[src/design/wrapped_index_value_table_assert.svh]
// Assertion macros for the indexed value table.
`ifndef WRAPPED_INDEX_VALUE_TABLE_ASSERT_SVH
`define WRAPPED_INDEX_VALUE_TABLE_ASSERT_SVH

// Check a property on every clock edge outside reset.
`define WIVT_ASSERT(lbl, prop, msg) \
   lbl: assert property (@(posedge clock) disable iff (reset) (prop)) else $error(msg);

// Check that prop holds in the cycle after cond.
`define WIVT_ASSERT_NEXT(lbl, cond, prop, msg) \
   lbl: assert property (@(posedge clock) disable iff (reset) (cond) |=> (prop)) else $error(msg);

`endif

[src/design/wivt_pkg.sv]
// Shared constants and types for the indexed value table.
`default_nettype none
package wivt_pkg;
   localparam int KIND_W     = 3;
   localparam int POS_W      = 16;
   localparam int DATA_W     = 32;
   localparam int LEN_W      = 7;
   localparam int STATUS_W   = 3;
   localparam int DIVIDEND_W = POS_W - 1;
   localparam int CAPACITY_DEF = 32;

   localparam logic [KIND_W-1:0] KIND_READ     = 3'd0;
   localparam logic [KIND_W-1:0] KIND_WRITE    = 3'd1;
   localparam logic [KIND_W-1:0] KIND_APPEND   = 3'd2;
   localparam logic [KIND_W-1:0] KIND_DEL_LAST = 3'd3;
   localparam logic [KIND_W-1:0] KIND_DEL_ALL  = 3'd4;
   localparam logic [KIND_W-1:0] KIND_FIND     = 3'd5;

   localparam logic [STATUS_W-1:0] ST_OK        = 3'd0;
   localparam logic [STATUS_W-1:0] ST_EMPTY     = 3'd1;
   localparam logic [STATUS_W-1:0] ST_NEG_INDEX = 3'd2;
   localparam logic [STATUS_W-1:0] ST_FULL      = 3'd3;
   localparam logic [STATUS_W-1:0] ST_NOT_FOUND = 3'd4;

   localparam logic [LEN_W-1:0]  NO_POS  = '1;
   localparam logic [DATA_W-1:0] NO_DATA = '1;

   typedef enum logic [1:0] {
      RING_HOLD,
      RING_ROTATE,
      RING_DROP,
      RING_APPEND
   } ring_op_type;

   typedef struct packed {
      ring_op_type      op;
      logic [LEN_W-1:0] len;
   } ring_ctl_type;
endpackage
`default_nettype wire

[src/design/wivt_cell.sv]
// One table cell: holds an entry and takes its neighbor's word or the tail word.
`default_nettype none
module wivt_cell import wivt_pkg::*; #(
   parameter int INDEX = 0
) (
   input  wire logic              clock,
   input  wire ring_ctl_type      ring_ctl,
   input  wire logic [DATA_W-1:0] neighbor_value,
   input  wire logic [DATA_W-1:0] tail_value,
   output logic      [DATA_W-1:0] value
);
   localparam logic [LEN_W-1:0] IDX      = LEN_W'(INDEX);
   localparam logic [LEN_W-1:0] IDX_NEXT = LEN_W'(INDEX + 1);

   logic [DATA_W-1:0] value_ff;
   logic [DATA_W-1:0] value_in;

   always_comb begin
      value_in = value_ff;
      unique case (ring_ctl.op)
         RING_ROTATE: begin
            // the ring closes at the last live cell
            if (IDX_NEXT == ring_ctl.len) value_in = tail_value;
            else if (IDX_NEXT < ring_ctl.len) value_in = neighbor_value;
         end
         RING_DROP: begin
            if (IDX_NEXT < ring_ctl.len) value_in = neighbor_value;
         end
         RING_APPEND: begin
            if (IDX == ring_ctl.len) value_in = tail_value;
         end
         default: value_in = value_ff;
      endcase
   end

   always_ff @(posedge clock) begin
      value_ff <= value_in;
   end

   assign value = value_ff;
endmodule
`default_nettype wire

[src/design/wivt_mod.sv]
// Bit-serial remainder of the index by the live count.
`default_nettype none
module wivt_mod import wivt_pkg::*; (
   input  wire logic                  clock,
   input  wire logic                  reset,
   input  wire logic                  start,
   input  wire logic [DIVIDEND_W-1:0] dividend,
   input  wire logic [LEN_W-1:0]      divisor,
   output logic                       done,
   output logic      [LEN_W-1:0]      remainder
);
   localparam int CNT_W = $clog2(DIVIDEND_W);
   localparam logic [CNT_W-1:0] CNT_LAST = CNT_W'(DIVIDEND_W - 1);

   typedef enum logic {MOD_IDLE, MOD_RUN} mod_state_type;

   mod_state_type          state_ff, state_in;
   logic [CNT_W-1:0]       count_ff, count_in;
   logic [DIVIDEND_W-1:0]  shift_ff, shift_in;
   logic [LEN_W-1:0]       rem_ff, rem_in;
   logic [LEN_W-1:0]       div_ff, div_in;
   logic                   done_ff, done_in;
   logic [LEN_W:0]         trial;

   always_comb begin
      state_in = state_ff;
      count_in = count_ff;
      shift_in = shift_ff;
      rem_in   = rem_ff;
      div_in   = div_ff;
      done_in  = 1'b0;
      trial    = {rem_ff, shift_ff[DIVIDEND_W-1]};
      unique case (state_ff)
         MOD_IDLE: begin
            if (start) begin
               state_in = MOD_RUN;
               count_in = '0;
               shift_in = dividend;
               rem_in   = '0;
               div_in   = divisor;
            end
         end
         MOD_RUN: begin
            // one quotient bit per cycle, restoring form
            if (trial >= {1'b0, div_ff}) rem_in = LEN_W'(trial - {1'b0, div_ff});
            else rem_in = trial[LEN_W-1:0];
            shift_in = {shift_ff[DIVIDEND_W-2:0], 1'b0};
            count_in = count_ff + 1'b1;
            if (count_ff == CNT_LAST) begin
               state_in = MOD_IDLE;
               done_in  = 1'b1;
            end
         end
         default: state_in = MOD_IDLE;
      endcase
   end

   always_ff @(posedge clock) begin
      if (reset) begin
         state_ff <= MOD_IDLE;
         done_ff  <= 1'b0;
      end else begin
         state_ff <= state_in;
         done_ff  <= done_in;
      end
      count_ff <= count_in;
      shift_ff <= shift_in;
      rem_ff   <= rem_in;
      div_ff   <= div_in;
   end

   assign done      = done_ff;
   assign remainder = rem_ff;
endmodule
`default_nettype wire

[src/design/wrapped_index_value_table.sv]
// Top level: indexed value table held in a ring of cells, with its sequencer.
//
//  channel  ports                      handshake
//  req      req_kind/position_in/data  start && !busy accepts a word
//  rsp      rsp_* fields               rsp_strobe, one cycle, cannot stall
//
// The live entries sit in cells 0..count-1; a pass rotates them one cell a
// cycle, so entry p reaches cell 0 at step p of the pass and all return home at its end.
// Read/write: decode, the index remainder (one bit a cycle), a handoff, then one scan pass.
// Append: decode only. Delete all: one scan pass. Delete last and find all: a scan and a sweep pass.
// Reset clears the count and the sequencer; the table contents are not cleared.
// Find-all words come out during the second pass, one per match, never stalled.
`default_nettype none
`include "wrapped_index_value_table_assert.svh"
module wrapped_index_value_table import wivt_pkg::*; #(
   parameter int CAPACITY = CAPACITY_DEF
) (
   input  wire logic                       clock,
   input  wire logic                       reset,
   input  wire logic                       start,
   output logic                            busy,
   input  wire logic        [KIND_W-1:0]   req_kind,
   input  wire logic signed [POS_W-1:0]    req_position_in,
   input  wire logic signed [DATA_W-1:0]   req_data_in,
   output logic                            rsp_strobe,
   output logic signed      [DATA_W-1:0]   rsp_read_data,
   output logic signed      [LEN_W-1:0]    rsp_match_position,
   output logic             [LEN_W-1:0]    rsp_match_total,
   output logic                            rsp_found,
   output logic             [STATUS_W-1:0] rsp_status,
   output logic                            rsp_last
);
   localparam logic [LEN_W-1:0] CAP_LEN = LEN_W'(CAPACITY);

   typedef enum logic [2:0] {S_IDLE, S_DECODE, S_MOD, S_SCAN, S_SWEEP} state_type;

   state_type           state_ff, state_in;
   logic [KIND_W-1:0]   kind_ff, kind_in;
   logic [POS_W-1:0]    pos_ff, pos_in;
   logic [DATA_W-1:0]   data_ff, data_in;
   logic [LEN_W-1:0]    live_ff, live_in;
   logic [LEN_W-1:0]    step_ff, step_in;
   logic [LEN_W-1:0]    left_ff, left_in;
   logic [LEN_W-1:0]    idx_ff, idx_in;
   logic                hit_ff, hit_in;
   logic [LEN_W-1:0]    n_ff, n_in;
   logic [LEN_W-1:0]    k_ff, k_in;
   logic [DATA_W-1:0]   rdata_ff, rdata_in;

   logic                rsp_strobe_ff, rsp_strobe_in;
   logic [DATA_W-1:0]   rsp_rd_ff, rsp_rd_in;
   logic [LEN_W-1:0]    rsp_pos_ff, rsp_pos_in;
   logic [LEN_W-1:0]    rsp_total_ff, rsp_total_in;
   logic                rsp_found_ff, rsp_found_in;
   logic [STATUS_W-1:0] rsp_status_ff, rsp_status_in;
   logic                rsp_last_ff, rsp_last_in;

   ring_ctl_type        ring_ctl;
   logic [DATA_W-1:0]   tail_value;
   logic [DATA_W-1:0]   cell_q [CAPACITY];
   logic [DATA_W-1:0]   head;
   logic                match;
   logic                accept;
   logic                at_idx;
   logic                pass_end;
   logic                mod_start;
   logic                mod_done;
   logic [LEN_W-1:0]    mod_rem;
   logic [LEN_W-1:0]    n_now;

   assign accept   = start && (state_ff == S_IDLE);
   assign head     = cell_q[0];
   assign match    = (head == data_ff);
   assign at_idx   = (step_ff == idx_ff);
   assign pass_end = (left_ff == LEN_W'(1));
   assign n_now    = n_ff + LEN_W'(match);
   assign mod_start = (state_ff == S_DECODE) && !pos_ff[POS_W-1] && (live_ff != '0)
                      && ((kind_ff == KIND_READ) || (kind_ff == KIND_WRITE));

   wivt_mod u_mod (
      .clock     (clock),
      .reset     (reset),
      .start     (mod_start),
      .dividend  (pos_ff[DIVIDEND_W-1:0]),
      .divisor   (live_ff),
      .done      (mod_done),
      .remainder (mod_rem)
   );

   for (genvar i = 0; i < CAPACITY; i++) begin : g_cell
      if (i < CAPACITY - 1) begin : g_mid
         wivt_cell #(.INDEX(i)) u_cell (
            .clock          (clock),
            .ring_ctl       (ring_ctl),
            .neighbor_value (cell_q[i+1]),
            .tail_value     (tail_value),
            .value          (cell_q[i])
         );
      end else begin : g_end
         wivt_cell #(.INDEX(i)) u_cell (
            .clock          (clock),
            .ring_ctl       (ring_ctl),
            .neighbor_value (tail_value),
            .tail_value     (tail_value),
            .value          (cell_q[i])
         );
      end
   end

   // ring control for this cycle
   always_comb begin
      ring_ctl.op  = RING_HOLD;
      ring_ctl.len = live_ff;
      tail_value   = head;
      unique case (state_ff)
         S_DECODE: begin
            if ((kind_ff == KIND_APPEND) && (live_ff < CAP_LEN)) begin
               ring_ctl.op = RING_APPEND;
               tail_value  = data_ff;
            end
         end
         S_SCAN: begin
            if ((kind_ff == KIND_DEL_ALL) && match) begin
               ring_ctl.op = RING_DROP;
            end else begin
               ring_ctl.op = RING_ROTATE;
               if ((kind_ff == KIND_WRITE) && at_idx) tail_value = data_ff;
            end
         end
         S_SWEEP: begin
            if ((kind_ff == KIND_DEL_LAST) && at_idx) ring_ctl.op = RING_DROP;
            else ring_ctl.op = RING_ROTATE;
         end
         default: ring_ctl.op = RING_HOLD;
      endcase
   end

   always_comb begin
      state_in = state_ff;
      kind_in  = kind_ff;
      pos_in   = pos_ff;
      data_in  = data_ff;
      live_in  = live_ff;
      step_in  = step_ff;
      left_in  = left_ff;
      idx_in   = idx_ff;
      hit_in   = hit_ff;
      n_in     = n_ff;
      k_in     = k_ff;
      rdata_in = rdata_ff;

      rsp_strobe_in = 1'b0;
      rsp_rd_in     = '0;
      rsp_pos_in    = NO_POS;
      rsp_total_in  = '0;
      rsp_found_in  = 1'b0;
      rsp_status_in = ST_OK;
      rsp_last_in   = 1'b1;

      unique case (state_ff)
         S_IDLE: begin
            if (accept) begin
               kind_in  = req_kind;
               pos_in   = req_position_in;
               data_in  = req_data_in;
               state_in = S_DECODE;
            end
         end
         S_DECODE: begin
            step_in = '0;
            left_in = live_ff;
            hit_in  = 1'b0;
            n_in    = '0;
            k_in    = '0;
            unique case (kind_ff)
               KIND_READ, KIND_WRITE: begin
                  if (pos_ff[POS_W-1] || (live_ff == '0)) begin
                     rsp_strobe_in = 1'b1;
                     rsp_rd_in     = (kind_ff == KIND_READ) ? NO_DATA : '0;
                     rsp_status_in = pos_ff[POS_W-1] ? ST_NEG_INDEX : ST_EMPTY;
                     state_in      = S_IDLE;
                  end else begin
                     state_in = S_MOD;
                  end
               end
               KIND_APPEND: begin
                  rsp_strobe_in = 1'b1;
                  if (live_ff < CAP_LEN) live_in = live_ff + 1'b1;
                  else rsp_status_in = ST_FULL;
                  state_in = S_IDLE;
               end
               KIND_DEL_LAST, KIND_DEL_ALL, KIND_FIND: begin
                  if (live_ff == '0) begin
                     rsp_strobe_in = 1'b1;
                     rsp_status_in = ST_NOT_FOUND;
                     state_in      = S_IDLE;
                  end else begin
                     state_in = S_SCAN;
                  end
               end
               default: state_in = S_IDLE;  // unused kinds: drop silently
            endcase
         end
         S_MOD: begin
            if (mod_done) begin
               idx_in   = mod_rem;
               state_in = S_SCAN;
            end
         end
         S_SCAN: begin
            step_in = step_ff + 1'b1;
            left_in = left_ff - 1'b1;
            if ((kind_ff == KIND_READ) && at_idx) rdata_in = head;
            if ((kind_ff == KIND_DEL_LAST) && match) begin
               hit_in = 1'b1;
               idx_in = step_ff;
            end
            if ((kind_ff == KIND_DEL_ALL) || (kind_ff == KIND_FIND)) n_in = n_now;
            if ((kind_ff == KIND_DEL_ALL) && match) live_in = live_ff - 1'b1;
            if (pass_end) begin
               step_in = '0;
               left_in = live_ff;
               unique case (kind_ff)
                  KIND_READ: begin
                     rsp_strobe_in = 1'b1;
                     rsp_rd_in     = at_idx ? head : rdata_ff;
                     state_in      = S_IDLE;
                  end
                  KIND_DEL_LAST: begin
                     if (hit_ff || match) begin
                        state_in = S_SWEEP;
                     end else begin
                        rsp_strobe_in = 1'b1;
                        rsp_status_in = ST_NOT_FOUND;
                        state_in      = S_IDLE;
                     end
                  end
                  KIND_DEL_ALL: begin
                     rsp_strobe_in = 1'b1;
                     if (n_now == '0) begin
                        rsp_status_in = ST_NOT_FOUND;
                     end else begin
                        rsp_total_in = n_now;
                        rsp_found_in = 1'b1;
                     end
                     state_in = S_IDLE;
                  end
                  KIND_FIND: begin
                     if (n_now == '0) begin
                        rsp_strobe_in = 1'b1;
                        rsp_status_in = ST_NOT_FOUND;
                        state_in      = S_IDLE;
                     end else begin
                        state_in = S_SWEEP;
                     end
                  end
                  default: begin
                     rsp_strobe_in = 1'b1;
                     state_in      = S_IDLE;
                  end
               endcase
            end
         end
         S_SWEEP: begin
            step_in = step_ff + 1'b1;
            left_in = left_ff - 1'b1;
            if (kind_ff == KIND_DEL_LAST) begin
               if (at_idx) live_in = live_ff - 1'b1;
               if (pass_end) begin
                  rsp_strobe_in = 1'b1;
                  rsp_pos_in    = idx_ff;
                  rsp_found_in  = 1'b1;
               end
            end else if (match) begin
               // emit one word per match, in index order
               k_in          = k_ff + 1'b1;
               rsp_strobe_in = 1'b1;
               rsp_pos_in    = step_ff;
               rsp_total_in  = n_ff;
               rsp_found_in  = 1'b1;
               rsp_last_in   = ((k_ff + 1'b1) == n_ff);
            end
            if (pass_end) state_in = S_IDLE;
         end
         default: state_in = S_IDLE;
      endcase
   end

   always_ff @(posedge clock) begin
      if (reset) begin
         state_ff      <= S_IDLE;
         live_ff       <= '0;
         rsp_strobe_ff <= 1'b0;
      end else begin
         state_ff      <= state_in;
         live_ff       <= live_in;
         rsp_strobe_ff <= rsp_strobe_in;
      end
      kind_ff       <= kind_in;
      pos_ff        <= pos_in;
      data_ff       <= data_in;
      step_ff       <= step_in;
      left_ff       <= left_in;
      idx_ff        <= idx_in;
      hit_ff        <= hit_in;
      n_ff          <= n_in;
      k_ff          <= k_in;
      rdata_ff      <= rdata_in;
      rsp_rd_ff     <= rsp_rd_in;
      rsp_pos_ff    <= rsp_pos_in;
      rsp_total_ff  <= rsp_total_in;
      rsp_found_ff  <= rsp_found_in;
      rsp_status_ff <= rsp_status_in;
      rsp_last_ff   <= rsp_last_in;
   end

   assign busy               = (state_ff != S_IDLE);
   assign rsp_strobe         = rsp_strobe_ff;
   assign rsp_read_data      = rsp_rd_ff;
   assign rsp_match_position = rsp_pos_ff;
   assign rsp_match_total    = rsp_total_ff;
   assign rsp_found          = rsp_found_ff;
   assign rsp_status         = rsp_status_ff;
   assign rsp_last           = rsp_last_ff;

   `WIVT_ASSERT(a_live_bound, live_ff <= CAP_LEN, "live count above capacity")
   `WIVT_ASSERT(a_word_from_busy, !rsp_strobe || $past(busy), "result word without work")
   `WIVT_ASSERT(a_more_while_busy, !(rsp_strobe && !rsp_last) || busy, "open result with idle sequencer")
   `WIVT_ASSERT_NEXT(a_quiet_after_last, rsp_strobe && rsp_last, !rsp_strobe, "word after last")
endmodule
`default_nettype wire
[config.mk]
export PLATFORM = sky130hd
export DESIGN_NAME = wrapped_index_value_table
export DESIGN_NICKNAME = d
export VERILOG_FILES = /design/src/design/wivt_pkg.sv /design/src/design/wivt_cell.sv /design/src/design/wivt_mod.sv /design/src/design/wrapped_index_value_table.sv
export VERILOG_INCLUDE_DIRS = /design/src /design/src/design
export SDC_FILE = /design/constraint.sdc
export NUM_CORES = 2
export LEC_CHECK = 0
export ABC_CLOCK_PERIOD_IN_PS = 6800
export BUFFER_PORTS_ARGS = -buffer_cell sky130_fd_sc_hd__buf_2
export CAP_MARGIN = 10
export CORE_MARGIN = 2
export CORE_UTILIZATION = 65
export CTS_BUF_LIST = sky130_fd_sc_hd__clkbuf_4
export CTS_CLUSTER_DIAMETER = 120
export CTS_CLUSTER_SIZE = 12
export DETAILED_ROUTE_END_ITERATION = 12
export PLACE_DENSITY_LB_ADDON = 0.1
export SYNTH_ARGS = -nofsm -noshare
export SYNTH_HDL_FRONTEND = slang
export SYNTH_SLANG_ARGS = --single-unit
[constraint.sdc]
create_clock -name clock -period 6.8 [get_ports clock]
set_input_delay 0.34 -clock clock [delete_from_list [all_inputs] [get_ports clock]]
set_output_delay 0.34 -clock clock [all_outputs]
set_load 0.01 [all_outputs]
==> results.sh <==
export IMPL_cp_top_family="simple AND/OR/NAND/NOR gates"
export IMPL_hp_class="in -> reg"
export IMPL_period_share_pct=80.2
export IMPL_netlist_area_leader_share_pct=58.6
export IMPL_netlist_area_um2=60300
export IMPL_place_gp_congestion=0.872
export IMPL_grt_pass1_vias=41800
export IMPL_drive_above_1_share_pct=13.5
export IMPL_avgSynthCellArea_um2=13.0
export IMPL_final_setup_tns_ns=0
export IMPL_root_buffer="clkbuf_4"
export IMPL_netlist_instances=4656
export IMPL_cap_violations=0
export IMPL_rr_worst_depth=13
export IMPL_via_per_inst=7.22
export IMPL_comb_power_share_pct=5.5
export IMPL_final_common_cell="edfxtp_1"
export IMPL_r2r_end="g_cell[13].g_mid.u_cell.value[15]$_DFFE_PP_"
export IMPL_whs_path_depth=2
export IMPL_clk_latency_ns=1.11
export IMPL_dp_hpwl_um=103000
export IMPL_cp_max_fo=32
export IMPL_p_clk_share_pct=27.6
export IMPL_final_antenna_net_count=0
export IMPL_leakagePower_uw=0.0225
export IMPL_dieArea_um2=95200
export IMPL_area_growth_pct=8.14
export IMPL_start_kind="flop"
export IMPL_core_area_um2=91800
export IMPL_fin_cells=5982
export IMPL_fmax_ghz=0.183
export IMPL_worst_pin_slew_ns=1.24
export IMPL_postSynth_asyncResetShare_pct=0
export IMPL_cp_required_ns=7.54
export IMPL_finalPower_uw=13000
export IMPL_vias=43200
export IMPL_synth_flop_cell="edfxtp_1"
export IMPL_drt_wl_total_um=176000
export IMPL_synth_nets=4734
export IMPL_grt_overflow=0
export IMPL_slew_viol_final=0
export IMPL_critical_path_depth=13
export IMPL_crit_type="reg -> reg"
export IMPL_die_w_um=309
export IMPL_r2r_start="g_cell[0].g_mid.u_cell.value[18]$_DFFE_PP_"
export IMPL_max_stage_delay_ns=0.77
export IMPL_synth_edff_count=1176
export IMPL_setup_violations=0
export IMPL_critPathCaptureType="flop"
export IMPL_final_fill_count=6539
export IMPL_synth_distinct_cells=62
export IMPL_synth_yosys_seq_area_share_pct=60.7
export IMPL_rsz0062_at_grt="no"
export IMPL_cts_max_path_buffers=3
export IMPL_cp_cell_sequence="xnor2_1, nand4_1, nor4_1, nand4_1, inv_1, nand2_1, o21ai_0, ha_2, buf_4, nor2b_1, a21oi_2, buf_4, o22ai_1"
export IMPL_synth_seq_cells=1240
export IMPL_cts_made_buffers=113
export IMPL_final_hold_violation_count=0
export IMPL_drt_iter0_drc=6047
export IMPL_grt_pass1_wl_um=263000
export IMPL_switching_share_pct=23.3
export IMPL_cts_tree="yes"
export IMPL_cp_endpoint="g_cell[13].g_mid.u_cell.value[15]$_DFFE_PP_"
export IMPL_numClockSinks=1240
export IMPL_slowest_stage="ha_2"
export IMPL_p_sw_uw=3040
export IMPL_synth_top_area_cell="edfxtp_1"
export IMPL_ys_top_cells_by_area="edfxtp_1 (59%), mux2i_1 (18%), o22ai_1 (10%), clkbuf_1 (2.3%), dfxtp_1 (2.1%)"
export IMPL_holdWs_ns=0.0685
export IMPL_powerDensity_nw_per_um2=200
export IMPL_grt_use_total_pct=36.3
export IMPL_antenna_found_initial=5
export IMPL_arrival_ns=6.19
export IMPL_slew_headroom_pct=15.6
export IMPL_crit_start="g_cell[0].g_mid.u_cell.value[18]$_DFFE_PP_"
export IMPL_row_count=111
export IMPL_sequentialPowerShare_pct=66.9
export IMPL_ioPinCount=107
export IMPL_finalCriticalPeriod_ns=5.45
export IMPL_drt_pre_antenna_iters=6
export IMPL_initial_core_util_pct=65.7
export IMPL_p_int_uw=9990
export IMPL_final_cell_mix="edfxtp_1 (1176), mux2i_1 (1025), o22ai_1 (997)"
export IMPL_grt_max_degree=52
export IMPL_drcViolationCount=0
export IMPL_place_inst=5705
export IMPL_path_buf_inv=3
export IMPL_hold_path_startpoint="req_data_in[18]"
export IMPL_h_tree_depth=3
export IMPL_yosysWarnings=0
export IMPL_run_status="finished, final reports clean"
export IMPL_die_height_um=309
export IMPL_numPortBuffers=106
export IMPL_wl_per_cell_um=29.3
export IMPL_peakVddDrop_uv=164
export IMPL_path_clk_slew_ns=0.15
export IMPL_r2r_slack_ns=1.35
export IMPL_skew_ns=0.0973
export IMPL_final_nets=4757
[cell usage after synthesis (3+ instances only)]
| cell | n |
|---|---|
| buf_1 | 9 |
| o31ai_1 | 6 |
| buf_6 | 3 |
| nor4_1 | 9 |
| o21ai_1 | 23 |
| mux2i_1 | 1057 |
| inv_1 | 23 |
| a211oi_1 | 3 |
| clkbuf_1 | 367 |
| dfxtp_1 | 64 |
| and2_1 | 6 |
| nand2b_1 | 12 |
| or2_2 | 5 |
| xnor2_1 | 49 |
| nor3b_1 | 5 |
| nand2_1 | 150 |
| a31o_2 | 19 |
| a21o_1 | 18 |
| nand4_1 | 12 |
| nor2b_1 | 14 |
| ha_1 | 23 |
| o21ai_0 | 131 |
| a21oi_1 | 79 |
| a21boi_0 | 3 |
| o22ai_1 | 997 |
| o21a_1 | 3 |
| buf_2 | 85 |
| nor2_1 | 158 |
| a31oi_1 | 18 |
| xor2_1 | 23 |
| nor3_1 | 15 |
| or3_1 | 10 |
| and3_1 | 7 |
| edfxtp_1 | 1176 |
| mux2_2 | 14 |
| o31a_1 | 4 |
| nand3_1 | 24 |
[timing repair]
item	in CTS	in global routing
endpoints found under the hold margin	64	0
resized for setup	0	0
buffers inserted	0	0
hold buffers	102	0
[worst min path at each step]
stage / slack (ns) / to
after floorplan: 0.42 / u_mod.div_ff[5]$_DFFE_PP_
after global placement: 0.52 / u_mod.shift_ff[0]$_SDFFCE_PP0P_
after detailed placement: 0.52 / kind_ff[1]$_DFFE_PP_
after CTS: 0.01 / data_ff[18]$_DFFE_PP_
after global routing: 0.02 / data_ff[18]$_DFFE_PP_
final: 0.07 / data_ff[18]$_DFFE_PP_
[state kept, by name, indices dropped and copies added, names as in the netlist, 15 cells and up]
signal                     cells
g_cell.g_mid.u_cell.value    992
data_ff                       32
g_cell.g_end.u_cell.value     32
rdata_ff                      32
rsp_read_data                 32
pos_ff                        16
u_mod.shift_ff                15
[metrics by stage]
stage | util [%] | area [um2] | setup WS [ns]
after floorplan | - | 60300 | 1.13
after global placement | 68.5 | 62900 | 1.70
after detailed placement | 68.5 | 62900 | 1.54
after CTS | 71.0 | 65200 | 1.51
after global routing | 71.0 | 65200 | 1.12
final | 71.0 | 65200 | 1.35
[final cells by class]
| type | count | area, um2 | area share, % |
|---|---|---|---|
| sequential | 1240 | 36600 | 56.1 |
| antenna | 6 | 15.0 | 0.0230 |
| tap | 1243 | 1560 | 2.38 |
| clock inverter | 7 | 110 | 0.169 |
| inverter | 24 | 90.1 | 0.138 |
| timing repair buffer | 373 | 2800 | 4.30 |
| clock buffer | 162 | 1220 | 1.86 |
| multi-input combinational | 2927 | 22800 | 35.0 |
[power by group through the flow]
stage               Sequential, uW  Clock (uW)  Combinational, uW
global route                  8730        3850                760
detailed placement            8880           0                650
floorplan                     8820           0                409
CTS                           8710        3610                697
global placement              8870           0                632
finish                        8710        3590                719
[cells by family after synthesis]
logic type	share of synthesized area, %
XOR/XNOR	1.05
multiplexers	17.8
AND/OR/NAND/NOR	3.20
AO/OA/AOI/OAI	13.5
adder cells (fa/ha/maj)	0.510
flip-flops	60.7
buffers and inverters	3.26
[layer usage]
layer	vias up	wire, um	track usage [%]
li1	18600	-	-
met1	21300	68400	52.3
met2	2819	79700	55.3
met3	444	20200	7.19
met4	2	7190	13.6
met5	-	10	0.0506
(Power assumes the default switching activity.)
